[config.mk]
export PLATFORM = sky130hd
export DESIGN_NAME = modular_exponentiation
export DESIGN_NICKNAME = d
export VERILOG_FILES = /design/src/rtl/core/modexp_pkg.sv /design/src/rtl/core/modexp_mulmod.sv /design/src/rtl/core/modular_exponentiation.sv
export VERILOG_INCLUDE_DIRS = /design/src /design/src/rtl/core
export SDC_FILE = /design/constraint.sdc
export NUM_CORES = 1
export LEC_CHECK = 0
export ABC_CLOCK_PERIOD_IN_PS = 5690
export BUFFER_PORTS_ARGS = -buffer_cell sky130_fd_sc_hd__buf_4
export CAP_MARGIN = 40
export CORE_MARGIN = 3
export CORE_UTILIZATION = 58
export CTS_BUF_LIST = sky130_fd_sc_hd__clkbuf_2
export DETAILED_ROUTE_END_ITERATION = 10
export PLACE_DENSITY = 0.77
export SLEW_MARGIN = 40
export SYNTH_ARGS = -nofsm -noshare
export SYNTH_HDL_FRONTEND = slang
export SYNTH_SLANG_ARGS = --single-unit
[constraint.sdc]
create_clock -name clk_i -period 5.69 [get_ports clk_i]
set_clock_uncertainty 0.2 [all_clocks]
set_input_delay 0.569 -clock clk_i [delete_from_list [all_inputs] [get_ports clk_i]]
set_output_delay 0.569 -clock clk_i [all_outputs]
set_load 0.03 [all_outputs]
[src/rtl/core/modular_exponentiation_macros.svh]
// Assertion macros for the modular exponentiation block.
`ifndef MODULAR_EXPONENTIATION_MACROS_SVH
`define MODULAR_EXPONENTIATION_MACROS_SVH
`ifndef SYNTHESIS
`define ME_ASSERT_IMPL(label, clk, rst_n, prop) \
  label: assert property (@(posedge clk) disable iff (!rst_n) prop) \
    else $error("assertion failed");
`define ME_ASSERT_NEXT(label, clk, rst_n, cond, nxt) \
  label: assert property (@(posedge clk) disable iff (!rst_n) (cond) |=> (nxt)) \
    else $error("assertion failed");
`else
`define ME_ASSERT_IMPL(label, clk, rst_n, prop)
`define ME_ASSERT_NEXT(label, clk, rst_n, cond, nxt)
`endif
`endif

[src/rtl/core/modexp_pkg.sv]
// Package with sequencer states and shared types for modular exponentiation.
package modexp_pkg;

  typedef enum logic [2:0] {
    ST_IDLE,
    ST_RED_BASE,
    ST_MUL_ACC,
    ST_SQR,
    ST_NEXT,
    ST_DONE
  } state_e;

  // Control and status of the shared modular multiplier
  typedef struct packed {
    logic start;
    logic busy;
    logic done;
  } mm_ctrl_t;

endpackage

[src/rtl/core/modexp_mulmod.sv]
// Shared iterative modular multiplier: shift-add multiply then restoring reduction.
module modexp_mulmod #(
  parameter int W = 31
) (
  input  logic                 clk_i,
  input  logic                 rst_ni,
  input  logic                 start_i,
  input  logic [W-1:0]         a_i,
  input  logic [W-1:0]         b_i,
  input  logic [W-1:0]         m_i,
  output modexp_pkg::mm_ctrl_t ctrl_o,
  output logic [W-1:0]         r_o
);
  import modexp_pkg::*;

  localparam int PW = 2 * W;
  localparam int CW = $clog2(PW + 1);

  logic          run_q, run_d;
  logic          done_q, done_d;
  logic [CW-1:0] cnt_q, cnt_d;
  logic [PW-1:0] prod_q, prod_d;
  logic [W-1:0]  mult_q, mult_d;
  logic [W:0]    rem_q, rem_d;
  logic [W-1:0]  m_q, m_d;
  logic          phase_q, phase_d;
  logic [W+1:0]  shifted;
  logic [W+1:0]  diff;

  // Multiply phase adds one partial product per cycle; reduce phase takes one
  // product bit per cycle, MSB first.
  always_comb begin
    run_d   = run_q;
    done_d  = 1'b0;
    cnt_d   = cnt_q;
    prod_d  = prod_q;
    mult_d  = mult_q;
    rem_d   = rem_q;
    m_d     = m_q;
    phase_d = phase_q;
    shifted = '0;
    diff    = '0;
    if (start_i && !run_q) begin
      run_d   = 1'b1;
      phase_d = 1'b0;
      cnt_d   = CW'(W);
      prod_d  = '0;
      mult_d  = b_i;
      m_d     = m_i;
      rem_d   = {1'b0, a_i};
    end else if (run_q) begin
      if (!phase_q) begin
        // rem_q holds multiplicand during multiply
        prod_d = {prod_q[PW-2:0], 1'b0} +
                 (mult_q[W-1] ? {{W{1'b0}}, rem_q[W-1:0]} : '0);
        mult_d = {mult_q[W-2:0], 1'b0};
        cnt_d  = cnt_q - 1'b1;
        if (cnt_q == CW'(1)) begin
          phase_d = 1'b1;
          cnt_d   = CW'(PW);
          rem_d   = '0;
        end
      end else begin
        shifted = {rem_q, prod_q[PW-1]};
        diff    = shifted - {2'b00, m_q};
        rem_d   = diff[W+1] ? shifted[W:0] : diff[W:0];
        prod_d  = {prod_q[PW-2:0], 1'b0};
        cnt_d   = cnt_q - 1'b1;
        if (cnt_q == CW'(1)) begin
          run_d  = 1'b0;
          done_d = 1'b1;
        end
      end
    end
  end

  always_ff @(posedge clk_i or negedge rst_ni) begin
    if (!rst_ni) begin
      run_q  <= 1'b0;
      done_q <= 1'b0;
    end else begin
      run_q  <= run_d;
      done_q <= done_d;
    end
  end

  always_ff @(posedge clk_i) begin
    cnt_q   <= cnt_d;
    prod_q  <= prod_d;
    mult_q  <= mult_d;
    rem_q   <= rem_d;
    m_q     <= m_d;
    phase_q <= phase_d;
  end

  assign ctrl_o.start = start_i;
  assign ctrl_o.busy  = run_q;
  assign ctrl_o.done  = done_q;
  assign r_o          = rem_q[W-1:0];

endmodule

[src/rtl/core/modular_exponentiation.sv]
// Modular exponentiation top level: square-and-multiply sequencer.
// Throughput: one item at a time; s_axis_tready is low until the result leaves.
// Reset clears the sequencer and output valid; operand registers are not reset.
module modular_exponentiation #(
  parameter int OPERAND_BITS = 31
) (
  input  logic        clk_i,
  input  logic        rst_ni,
  input  logic        s_axis_tvalid,
  output logic        s_axis_tready,
  // [30:0] base_value, [61:31] exponent, [92:62] modulus, [95:93] zero
  input  logic [95:0] s_axis_tdata,
  output logic        m_axis_tvalid,
  input  logic        m_axis_tready,
  // [30:0] power_mod, [31] zero
  output logic [31:0] m_axis_tdata
);
  import modexp_pkg::*;
  `include "modular_exponentiation_macros.svh"

  localparam int W  = OPERAND_BITS;
  localparam int BW = $clog2(W + 1);

  state_e        state_q, state_d;
  logic [W-1:0]  base_q, base_d;
  logic [W-1:0]  exp_q, exp_d;
  logic [W-1:0]  mod_q, mod_d;
  logic [W-1:0]  acc_q, acc_d;
  logic [BW-1:0] bit_q, bit_d;
  logic          ovld_q, ovld_d;
  logic [30:0]   res_q, res_d;
  logic          mm_start;
  logic [W-1:0]  mm_a, mm_b;
  logic [W-1:0]  mm_r;
  mm_ctrl_t      mm_ctrl;

  modexp_mulmod #(.W(W)) u_mulmod (
    .clk_i  (clk_i),
    .rst_ni (rst_ni),
    .start_i(mm_start),
    .a_i    (mm_a),
    .b_i    (mm_b),
    .m_i    (mod_q),
    .ctrl_o (mm_ctrl),
    .r_o    (mm_r)
  );

  assign s_axis_tready = (state_q == ST_IDLE) && !ovld_q;
  assign m_axis_tvalid = ovld_q;
  assign m_axis_tdata  = {1'b0, res_q};

  always_ff @(posedge clk_i or negedge rst_ni) begin
    if (!rst_ni) begin
      state_q <= ST_IDLE;
      ovld_q  <= 1'b0;
    end else begin
      state_q <= state_d;
      ovld_q  <= ovld_d;
    end
  end

  always_ff @(posedge clk_i) begin
    base_q <= base_d;
    exp_q  <= exp_d;
    mod_q  <= mod_d;
    acc_q  <= acc_d;
    bit_q  <= bit_d;
    res_q  <= res_d;
  end

  // Sequence the modular multiplications over the exponent bits
  always_comb begin
    state_d  = state_q;
    base_d   = base_q;
    exp_d    = exp_q;
    mod_d    = mod_q;
    acc_d    = acc_q;
    bit_d    = bit_q;
    ovld_d   = ovld_q;
    res_d    = res_q;
    mm_start = 1'b0;
    mm_a     = base_q;
    mm_b     = base_q;
    if (ovld_q && m_axis_tready) ovld_d = 1'b0;
    unique case (state_q)
      ST_IDLE: begin
        if (s_axis_tvalid && s_axis_tready) begin
          base_d  = W'(s_axis_tdata[30:0]);
          exp_d   = W'(s_axis_tdata[61:31]);
          mod_d   = W'(s_axis_tdata[92:62]);
          acc_d   = W'(1);
          bit_d   = '0;
          state_d = ST_RED_BASE;
        end
      end
      ST_RED_BASE: begin
        // base * 1 mod m reduces the base
        mm_a = base_q;
        mm_b = W'(1);
        if (mod_q <= W'(1)) begin
          acc_d   = '0;
          state_d = ST_DONE;
        end else if (mm_ctrl.done) begin
          base_d  = mm_r;
          state_d = ST_MUL_ACC;
        end else if (!mm_ctrl.busy) begin
          mm_start = 1'b1;
        end
      end
      ST_MUL_ACC: begin
        mm_a = acc_q;
        mm_b = base_q;
        if (!exp_q[0]) begin
          state_d = ST_SQR;
        end else if (mm_ctrl.done) begin
          acc_d   = mm_r;
          state_d = ST_SQR;
        end else if (!mm_ctrl.busy) begin
          mm_start = 1'b1;
        end
      end
      ST_SQR: begin
        if (exp_q == '0) begin
          state_d = ST_DONE;
        end else if (mm_ctrl.done) begin
          base_d  = mm_r;
          state_d = ST_NEXT;
        end else if (!mm_ctrl.busy) begin
          mm_start = 1'b1;
        end
      end
      ST_NEXT: begin
        exp_d   = exp_q >> 1;
        bit_d   = bit_q + 1'b1;
        state_d = (bit_q == BW'(W - 1)) ? ST_DONE : ST_MUL_ACC;
      end
      ST_DONE: begin
        if (!ovld_q) begin
          res_d   = 31'(acc_q);
          ovld_d  = 1'b1;
          state_d = ST_IDLE;
        end
      end
      default: state_d = ST_IDLE;
    endcase
  end

  `ME_ASSERT_NEXT(a_out_hold, clk_i, rst_ni, m_axis_tvalid && !m_axis_tready, m_axis_tvalid)
  `ME_ASSERT_IMPL(a_no_accept_busy, clk_i, rst_ni, (mm_ctrl.busy |-> !s_axis_tready))
  `ME_ASSERT_IMPL(a_start_idle, clk_i, rst_ni, (mm_start |-> !mm_ctrl.busy))

endmodule

Word level (Yosys, flattened, before mapping)
Index checks and enable logic that the tools add are counted.
{ "word_totals": {"ff_bits": 329} }
{ "op_classes": {"eq_ne": 18, "n_addsub": 4, "magnitude_cmp": 1, "bitwise": 1, "n_reduce_logical": 23, "n_mux": 56} }
{ "ops": {"columns": ["op", "count"], "rows": [
  ["two-way mux 31 bit", 17],
  ["case mux 31 bit (3 select lines)", 2],
  ["two-way mux 32 bit", 3],
  ["adder 62 bit", 1],
  ["two-way mux 62 bit", 1],
  ["case mux 31 bit (2 select lines)", 1],
  ["subtractor 33 x 31 -> 33 bit", 1],
  ["<= comparator 31 x 1 -> 1 bit (second input constant)", 1],
  ["zero test 31 bit", 1],
  ["two-way mux 3 bit", 9],
  ["case mux 3 bit (6 select lines)", 1],
  ["two-way mux 1 bit", 17],
  ["two-way mux 6 bit", 2],
  ["inequality test 2 bit (second input constant)", 6],
  ["AND reduction 2 bit", 6],
  ["case mux 5 bit (2 select lines)", 1],
  ["AND reduction 5 bit", 2],
  ["inequality test 3 x 2 -> 1 bit (second input constant)", 3],
  ["nonzero test 3 bit", 3],
  ["== test 3 x 2 -> 1 bit (second input constant)", 2],
  ["== test 3 bit (second input constant)", 2],
  ["== test 6 x 1 -> 1 bit (second input constant)", 1],
  ["nonzero test 2 bit", 3],
  ["subtractor 6 x 1 -> 6 bit (second input constant)", 1],
  ["11 further kinds", 16]
]} }

Logic depth before layout (Yosys ltp)
Gate-level depths: netlist of run 1.
{ "depth": {"word_depth": 7, "mapped_depth": 14, "mapped_depth_nobuf": 12} }

By module
Synthesis of run 1 repeated with hierarchy kept, for this count alone.
{ "hier_totals": {"hier_cells": 1763, "area_unflattened_um2": 18195.0} }
{ "modules_own_cells": {"columns": ["mod", "cells_per_inst", "instances", "seq_area_each_um2", "area_each_um2"], "rows": [
  ["modexp_mulmod", 1272, 1, 4244.1, 11153.2],
  ["modular_exponentiation", 491, 1, 4904.7, 7041.8]
]} }

Least setup slack after synthesis of run 1
Ideal clock, no wire load.
{ "synth_timing": {"path_kind": "register to register", "from": "register state_q[2]", "to": "register base_q[0], enable pin", "path_stages_with_launch": 6, "t_arrival_ns": 5.117, "n_path_buf": 1, "period_less_slack_ns": 5.793, "slack_ns": -0.103, "path_cell_list": "dfrtp_1 -> clkbuf_1 -> nor4_1 -> and2_1 -> a21oi_1 -> a311oi_1"} }
{ "synth_between": {"elab_chain_cells": 5} }
{ "synth_lines": {"columns": ["item", "line_no", "source"], "rows": [
  ["start: declaration", "modular_exponentiation.sv:24", "state_e state_q, state_d;"],
  ["start signal: assignment", "modular_exponentiation.sv:57", "state_q <= state_d;"],
  ["zero test 3 bit", "modular_exponentiation.sv:48", "assign s_axis_tready = (state_q == ST_IDLE) && !ovld_q;"],
  ["logical AND 1 bit", "modular_exponentiation.sv:48", null],
  ["via s_axis_tready", "modular_exponentiation.sv:10", "output logic s_axis_tready,"],
  ["logical AND 1 bit", "modular_exponentiation.sv:87", "if (s_axis_tvalid && s_axis_tready) begin"],
  ["inequality test 2 x 1 -> 1 bit (no source line)", null, null],
  ["AND reduction 4 bit (no source line)", null, null],
  ["end signal: assignment", "modular_exponentiation.sv:63", "base_q <= base_d;"],
  ["end: declaration", "modular_exponentiation.sv:25", "logic [W-1:0] base_q, base_d;"]
]} }
The timed path passes the listed nets, and every way through them passes these cells.
A chain may end at the register's enable or synchronous reset.

Worst setup path in the final report of run 1
{ "layout_timing": {"from": "register u_mulmod.prod_q[61]", "to": "register u_mulmod.rem_q[5], data pin"} }
{ "layout_between": {"elab_chain_cells": 5} }
{ "layout_lines": {"columns": ["item", "line_no", "source"], "rows": [
  ["start: declaration", "modexp_mulmod.sv:22", "logic [PW-1:0] prod_q, prod_d;"],
  ["start signal: assignment", "modexp_mulmod.sv:89", "prod_q <= prod_d;"],
  ["subtractor 33 x 31 -> 33 bit", "modexp_mulmod.sv:65", "diff = shifted - {2'b00, m_q};"],
  ["two-way mux 32 bit", "modexp_mulmod.sv:66", "rem_d = diff[W+1] ? shifted[W:0] : diff[W:0];"],
  ["two-way mux 32 bit", "modexp_mulmod.sv:52", "if (!phase_q) begin"],
  ["two-way mux 31 bit", "modexp_mulmod.sv:51", "end else if (run_q) begin"],
  ["two-way mux 31 bit", "modexp_mulmod.sv:43", "if (start_i && !run_q) begin"],
  ["via u_mulmod.rem_d[5]", "modexp_mulmod.sv:24", "logic [W:0] rem_q, rem_d;"],
  ["end signal: assignment", "modexp_mulmod.sv:91", "rem_q <= rem_d;"],
  ["end: declaration", "modexp_mulmod.sv:24", null]
]} }
The timed path passes the listed nets, and every way through them passes these cells. The select of a mux whose other input is x is not followed.

==> impl_table.tex, run 1 <==
\begin{tabular}{lr}
\hline
Metric & Value \\
\hline
\multicolumn{2}{l}{\textbf{Global route}} \\
Grt ovf & 0 \\
Wire length of the first global-routing pass & a little over 70 mm \\
Number of global-route vias before repair & approximately 14000 \\
Initial antenna violation count & 1 \\
Global-route usage over all layers & $\sim$29\% \\
Largest net degree at the start of global routing & 75 \\
\multicolumn{2}{l}{\textbf{Clocking}} \\
Post CTS Setup Buffer Count & 0 \\
Number of gates resized after CTS & 0 \\
Number of buffers created by CTS & just over 80 \\
Clock slew at reported path FFs & about 0.13 ns \\
CTS Hold Buffers Added & 96 \\
CTS tree & built \\
Clock latency reported for the late side of the worst-skew pair & $\sim$0.90 ns \\
Number of H-tree levels & 3 \\
Worst-case clock buffer depth & 3 \\
Total number of clock tree sinks & roughly 330 \\
Library cell used as clock root buffer & clkbuf\_2 \\
\multicolumn{2}{l}{\textbf{Routing}} \\
First-pass DRT Iterations & 5 \\
Total detailed-routing wirelength & about 46 mm \\
Vias per inst & 5.87 \\
DRT antenna net count & 0 \\
Wire length per cell & between 15 and 20 um \\
Via count & 14100 \\
Post-route DRC violation count & 0 \\
Number of violations reported at the end of detailed-routing iteration 0 & between 1000 and 1500 \\
\multicolumn{2}{l}{\textbf{Critical path}} \\
Length in cells of the worst reg-to-reg path & 12 \\
Critical register-to-register path endpoint & u\_mulmod.rem\_q[5] \\
Worst setup path class & flip-flop to flip-flop \\
Critical Path End Type & flip-flop \\
Worst-path fanout max & 21 \\
Highest cell delay on the worst timing path & between 0.6 and 0.7 ns \\
Arrival time of the worst setup path & 4.62 ns \\
Critical path launch point type & flip-flop \\
Worst reg2reg startpoint & u\_mulmod.prod\_q[61] \\
R2r setup slk & roughly 1.5 ns \\
CP cell instances & inv\_1, ha\_1, fa\_1, nand2b\_1, a21oi\_1, o21a\_1, o211a\_1, a21boi\_1, xnor2\_4, buf\_4, mux2i\_1, o22ai\_1 \\
Worst-path cell with the longest stage delay & xnor2\_4 \\
Critical path data required time & roughly 6.1 ns \\
\multicolumn{2}{l}{\textbf{Power}} \\
Power Total & 11500 uW \\
Total power per unit cell area & about 560 nW/um\^{}2 \\
Leakage power of the design & 0.00858 uW \\
Peak VDD IR & $\sim$0.34 mV \\
\multicolumn{2}{l}{\textbf{STA}} \\
Post-route setup slack & approximately 1.5 ns \\
Final hold viol count & 0 \\
Number of max-slew violations in the final report & 0 \\
Relative slew margins & between 40\% and 50\% \\
RSZ-0062 raised after global routing & false \\
Slew at the pin closest to its max-slew limit & about 0.75 ns \\
Final worst-path cycle share & 73.7\% \\
Total negative slack for setup checks & 0 ns \\
Fmax & around 240 MHz \\
Tmin final & around 4.2 ns \\
Setup-violating endpoint count in the final report & 0 \\
\multicolumn{2}{l}{\textbf{Die}} \\
Std cell rows & 62 \\
Width of the die & 179 um \\
Count of boundary I/O pins & roughly 130 \\
Die area & 31900 um\^{}2 \\
Core region area & 29000 um\^{}2 \\
Initial Utilization & 59.5\% \\
Chip Height & 179 um \\
\multicolumn{2}{l}{\textbf{Place}} \\
DP Wirelength & 29.6 mm \\
Global placer's final weighted congestion & 0.919 \\
Setup slack after placement & about 1.6 ns \\
Port Buffers & between 100 and 150 \\
\multicolumn{2}{l}{\textbf{Hold path}} \\
Terminating pin of the worst hold path & state\_q[1] \\
Worst hold-check path type & input pin to flip-flop \\
Beginning of the worst hold path & s\_axis\_tvalid \\
Hold Crit Depth & 6 \\
\multicolumn{2}{l}{\textbf{Yosys}} \\
Number of nets produced by synthesis & around 1900 \\
Post-synthesis cell type count & 71 \\
Synth area leader & edfxtp\_1 \\
EDFF count, synth & approximately 250 \\
Synthesized area per cell & roughly 10 um\^{}2 \\
Top cell types by occurrence after synthesis & nand2\_1 (357), edfxtp\_1 (253), a21oi\_1 (108) \\
Share of synthesized flip-flops with an asynchronous set or reset & roughly 1.8\% \\
Post-synth top flop & edfxtp\_1 \\
Post-synthesis instance total & 1727 \\
Combined area of all synthesized cells & 17300 um\^{}2 \\
Top area cells in the synthesized netlist & edfxtp\_1 (44\%), dfxtp\_1 (8.1\%), nand2\_1 (7.8\%), ha\_1 (4.7\%), a21oi\_1 (3.1\%) \\
Warnings from Yosys & 0 \\
Sequential area share after synthesis & a little over half \\
Fraction of post-synthesis cell area in the top cell type by area & between 40\% and 50\% \\
Post-synthesis register bit count & around 330 \\
Library cell with the highest instance count after synthesis & nand2\_1 \\
\multicolumn{2}{l}{\textbf{Final layout}} \\
P\&R area growth vs syn & 17.5\% \\
Final standard cell utilization of the core & a little over two thirds \\
Ratio of cells with drive above 1 in the final layout & 15.1\% \\
Nets & around 2100 \\
\multicolumn{2}{l}{\textbf{Job}} \\
Count of maximum capacitance violations & 0 \\
\multicolumn{2}{l}{\textbf{Run status}} \\
Run status & completed \\
\hline
\end{tabular}
## flip-flops by register name, summed over array words and instances, names as in the netlist
register,flops
u_mulmod.prod_q,62
u_mulmod.rem_q,32
acc_q,31
base_q,31
exp_q,31
mod_q,31
res_q,31
u_mulmod.m_q,31
u_mulmod.mult_q,31
u_mulmod.cnt_q,6
bit_q,5
state_q,3
m_axis_tvalid,1
u_mulmod.done_q,1
u_mulmod.phase_q,1
u_mulmod.run_q,1
## cells in the final DEF (no fill, tap or decap), drive strengths merged, types with 20 or more instances in the layout
cell	n
clkbuf	120
edfxtp	253
nand4	21
nor4	20
and3	46
xnor2	41
dlygate4sd3	96
o22ai	42
nand2	357
mux2i	46
nand3	69
xor2	52
a21oi	108
nor2	71
o21ai	76
clkinv	23
buf	151
ha	65
a21o	28
dfxtp	70
inv	53
and2	44
## worst max-delay path by stage
stage,from,to,cells past startpoint
floorplan,state_q[2],base_q[0],5
global placement,u_mulmod.mult_q[30],u_mulmod.prod_q[59],12
detailed placement,u_mulmod.prod_q[61],u_mulmod.rem_q[19],12
CTS,u_mulmod.prod_q[61],u_mulmod.rem_q[19],12
global route,u_mulmod.mult_q[30],u_mulmod.prod_q[35],12
finish,u_mulmod.prod_q[61],u_mulmod.rem_q[5],12
## logic make-up (layout without fill, tap and decap cells)
group,Yosys count,count (layout),synth area share (%)
flops,329,329,53.0
xor+xnor,93,93,4.76
compound gates,360,360,13.1
simple gates,678,678,18.0
fa+ha+maj,67,67,4.94
buf+inv,151,446,3.45
other cells,1,2,0.0217
mux,48,48,2.82
## report_power, final
| part | leakage, uW | switching [uW] | internal (uW) | total, uW |
|---|---|---|---|---|
| Sequential | 0.00304 | 724 | 3710 | 4440 |
| Combinational | 0.00495 | 3250 | 2150 | 5400 |
| Clock | 0.000578 | 971 | 658 | 1630 |
## area by class of cell
class	count	area, um^2
multi-input cells	1247	7590
diodes	1	2.50
well taps	384	480
clock inverters	26	168
flip-flops and latches	329	9150
clock buffers	120	601
repair buffers	247	2110
inverters	53	204
fillers	2141	8710
## metrics by stage
stage                     std cells  instance area [um^2]  hold WS, ns
after floorplan                1727                 17300       0.0734
after global placement         2164                 18600        0.188
after detailed placement       2164                 18600        0.189
after CTS                      2406                 20300        0.119
after global routing           2407                 20300        0.133
final                          2407                 20300        0.186
## routing by layer
layer / track usage [%] / part of all wire, %
met1: 40.3 / 43
met2: 43.6 / 44
met3: 7.60 / 10
met4: 9.94 / 2.7
met5: 0 / 0
## critical path, delay by kind of cell (launching register included)
kind                     cells  cell delay, ns
AO/OA/AOI/OAI                5            1.16
XOR/XNOR                     1            0.63
adder cells (fa/ha/maj)      2            0.65
buffers and inverters        2            0.43
flip-flops                   1            0.44
multiplexers                 1            0.24
AND/OR/NAND/NOR              1            0.18
Power figures use the tool's default switching activity.
==> run 2, diff against run 1 <==
Settings changed: ABC_CLOCK_PERIOD_IN_PS 5690 to 4400.
Clock period 5.69 ns to 4.4 ns, I/O delays scaled along.
==> run 2 against run 1 <==
Combinational power is 31% higher. Power grew 30%. Register-to-register slack got worse by 1.2 ns. Sequential share of layout area decreased by 0.67 points. Routed wire length increased by 5.2%. Final area is 1.5% higher. Via count grew 3.2%. Worst hold slack got worse by 0.11 ns. Clock power grew 29%. Fmax up 1.8%. Utilization rose by 1.1 points. Flip-flop and latch count unchanged.
==> impl_table.tex, run 2 (synthesized netlist as in run 1, its figures left out) <==
\begin{tabular}{lr}
\hline
Metric & Value \\
\hline
\multicolumn{2}{l}{\textbf{Clocking}} \\
Number of buffers created by CTS & 83 (unchanged) \\
Worst-case clock buffer depth & 3 (unchanged) \\
Number of H-tree levels & 3 (unchanged) \\
Clock latency reported for the late side of the worst-skew pair & 0.93 ns (+0.03 ns) \\
Total number of clock tree sinks & 329 (unchanged) \\
CTS tree & built \\
Clock slew at reported path FFs & 0.11 ns (-0.02 ns) \\
Number of gates resized after CTS & 0 (unchanged) \\
Library cell used as clock root buffer & clkbuf\_2 \\
\multicolumn{2}{l}{\textbf{Routing}} \\
Vias per inst & 5.97 (+1.7\%) \\
Total detailed-routing wirelength & 48.5 mm (+5.2\%) \\
Via count & 14600 (+3.2\%) \\
Post-route DRC violation count & 0 (unchanged) \\
DRT antenna net count & 0 (unchanged) \\
Wire length per cell & 19.8 um (+3.7\%) \\
First-pass DRT Iterations & 6 (+1) \\
Number of violations reported at the end of detailed-routing iteration 0 & 1646 (+22\%) \\
\multicolumn{2}{l}{\textbf{Place}} \\
Instance area at placement & 18600 um\^{}2 (+0.34\%) \\
Instance count after placement with tap cells included & 2172 (+0.37\%) \\
Global placer's final weighted congestion & 1.00 (+9.0\%) \\
Port Buffers & 129 (unchanged) \\
Setup slack after placement & 0.450 ns (-1.12 ns) \\
DP Wirelength & 30.1 mm (+1.8\%) \\
\multicolumn{2}{l}{\textbf{Final layout}} \\
Ratio of cells with drive above 1 in the final layout & 14.8\% (-0.26 points) \\
Number of flip-flops under the largest register name & 62 (unchanged) \\
Largest registers in the final layout & u\_mulmod.prod\_q x62, u\_mulmod.rem\_q x32 \\
P\&R area growth vs syn & 19.3\% \\
Nets & 2163 (+1.6\%) \\
Most used cells in the layout excluding fill and tap cells & nand2\_1 (355), edfxtp\_1 (253), buf\_4 (157) \\
Largest Register & u\_mulmod.prod\_q \\
Most common cell after layout, fill and taps aside & nand2\_1 \\
Filler cell count in the final layout & 2069 (-3.4\%) \\
Final Cell Area & 20600 um\^{}2 (+1.5\%) \\
Post-route non-filler standard cell count & 2442 (+1.5\%) \\
\multicolumn{2}{l}{\textbf{Global route}} \\
Met3 GRT Util & 5.36\% (-2.2 points) \\
Grt ovf & 0 (unchanged) \\
Largest net degree at the start of global routing & 75 (unchanged) \\
Number of global-route vias before repair & 13900 (+0.88\%) \\
GRT met1 Usage & 42.3\% (+2.0 points) \\
Wire length of the first global-routing pass & 74.3 mm (+3.1\%) \\
Global-route usage over all layers & 30.0\% (+1.2 points) \\
Most used routing layer & met2 \\
Initial antenna violation count & 1 (unchanged) \\
Met2 GRT Util & 46.9\% (+3.3 points) \\
\multicolumn{2}{l}{\textbf{STA}} \\
Tmin final & 4.12 ns (-0.0760 ns) \\
Final worst-path cycle share & 93.6\% (+20 points) \\
Number of max-slew violations in the final report & 0 (unchanged) \\
Final hold viol count & 0 (unchanged) \\
Slew at the pin closest to its max-slew limit & 0.744 ns (-0.00649 ns) \\
Setup-violating endpoint count in the final report & 0 (unchanged) \\
RSZ-0062 raised after global routing & false \\
Relative slew margins & 50.4\% (+0.43 points) \\
Post-route setup slack & 0.283 ns (-1.21 ns) \\
Total negative slack for setup checks & 0 ns (unchanged) \\
Fmax & 243 MHz (+1.8\%) \\
\multicolumn{2}{l}{\textbf{Power}} \\
Total power per unit cell area & 724 nW/um\^{}2 (+28\%) \\
Leakage power of the design & 0.00870 uW (+1.5\%) \\
Peak VDD IR & 0.356 mV (+4.4\%) \\
\multicolumn{2}{l}{\textbf{Critical path}} \\
Worst setup path class & flip-flop to flip-flop \\
Worst-path fanout max & 16 (-24\%) \\
Critical Path End Type & flip-flop \\
Critical path data required time & 4.85 ns (-1.27 ns) \\
Arrival time of the worst setup path & 4.56 ns (-0.06 ns) \\
Critical path launch point type & flip-flop \\
\multicolumn{2}{l}{\textbf{Die}} \\
Die area & 31900 um\^{}2 (unchanged) \\
Count of boundary I/O pins & 134 (unchanged) \\
Std cell rows & 62 (unchanged) \\
Chip Height & 179 um (unchanged) \\
Width of the die & 179 um (unchanged) \\
Initial Utilization & 59.5\% (unchanged) \\
Core region area & 29000 um\^{}2 (unchanged) \\
\multicolumn{2}{l}{\textbf{Run status}} \\
Run status & completed \\
\multicolumn{2}{l}{\textbf{Hold path}} \\
Worst hold-check path type & input pin to flip-flop \\
\multicolumn{2}{l}{\textbf{Job}} \\
Count of maximum capacitance violations & 0 (unchanged) \\
\hline
\end{tabular}
run 2: changes by cell type in the layout (fill, tap and decap cells not counted), sizes merged:
cell         previous run  this run
inv                    53        55
clkinv                 23        30
bufinv                  2         1
buf                   151       159
clkbuf                120       112
dlygate4sd3            96       123
run 2: critical path, cell delays in order (launching register included):
cell and delay (ns):
edfxtp_1 0.49, ha_1 0.27, fa_1 0.43, nand2b_1 0.20, a21oi_1 0.35, o21a_1 0.29, o211a_1 0.25, a21boi_1 0.16
xnor2_4 0.56, nor2_4 0.13, a22oi_1 0.38, o21ai_0 0.14
run 2: what timing repair did:
action | 4_1_cts | 5_1_grt
setup buffers | 0 | 0
endpoints found under the hold margin | 129 | 0
hold buffers | 123 | 0
run 2: path summary, 6_finish.rpt:
kind                                            to  slack, ns              from  cells after the start
worst max-delay path            u_mulmod.rem_q[27]       0.28   u_mulmod.m_q[0]                     11
worst min register to register            res_q[0]       0.23          acc_q[0]                      0
max in group asynchronous           u_mulmod.run_q       3.42            rst_ni                      3
worst min-delay path                     mod_q[12]       0.08  s_axis_tdata[74]                      2
min in group asynchronous            m_axis_tvalid       0.29            rst_ni                      3
worst max register to register  u_mulmod.rem_q[27]       0.28   u_mulmod.m_q[0]                     11
run 2: layer usage:
metal	vias to the layer above	share of wire, %
li1	6809	-
met1	6853	42
met2	799	46
met3	116	9.7
met4	0	3.0
met5	-	0
run 2: metrics by stage:
stage,utilization (%),power [uW],hold WS (ns)
6_report,71.1,14900,0.0812
5_1_grt,71.1,15900,0.0244
4_1_cts,71.0,14700,0.00179
3_5_place_dp,64.2,12600,0.0618
3_3_place_gp,64.2,12400,0.0620
2_1_floorplan,-,10600,-0.0556
run 2: power breakdown:
part | internal (uW) | total, uW | switching, uW
sequential | 4800 | 5770 | 962
clock | 767 | 2100 | 1330
combinational | 2860 | 7060 | 4200
total | 8430 | 14900 | 6490
run 2: layout make-up:
type                            instances  area [um^2]  area share [%]
Clock inverter                         34          181           0.880
Multi-Input combinational cell       1247         7590            36.8
Antenna cell                            1         2.50          0.0121
Inverter                               53          200           0.971
Sequential cell                       329         9150            44.4
Timing Repair Buffer                  282         2450            11.9
Tap cell                              384          480            2.33
Clock buffer                          112          561            2.72
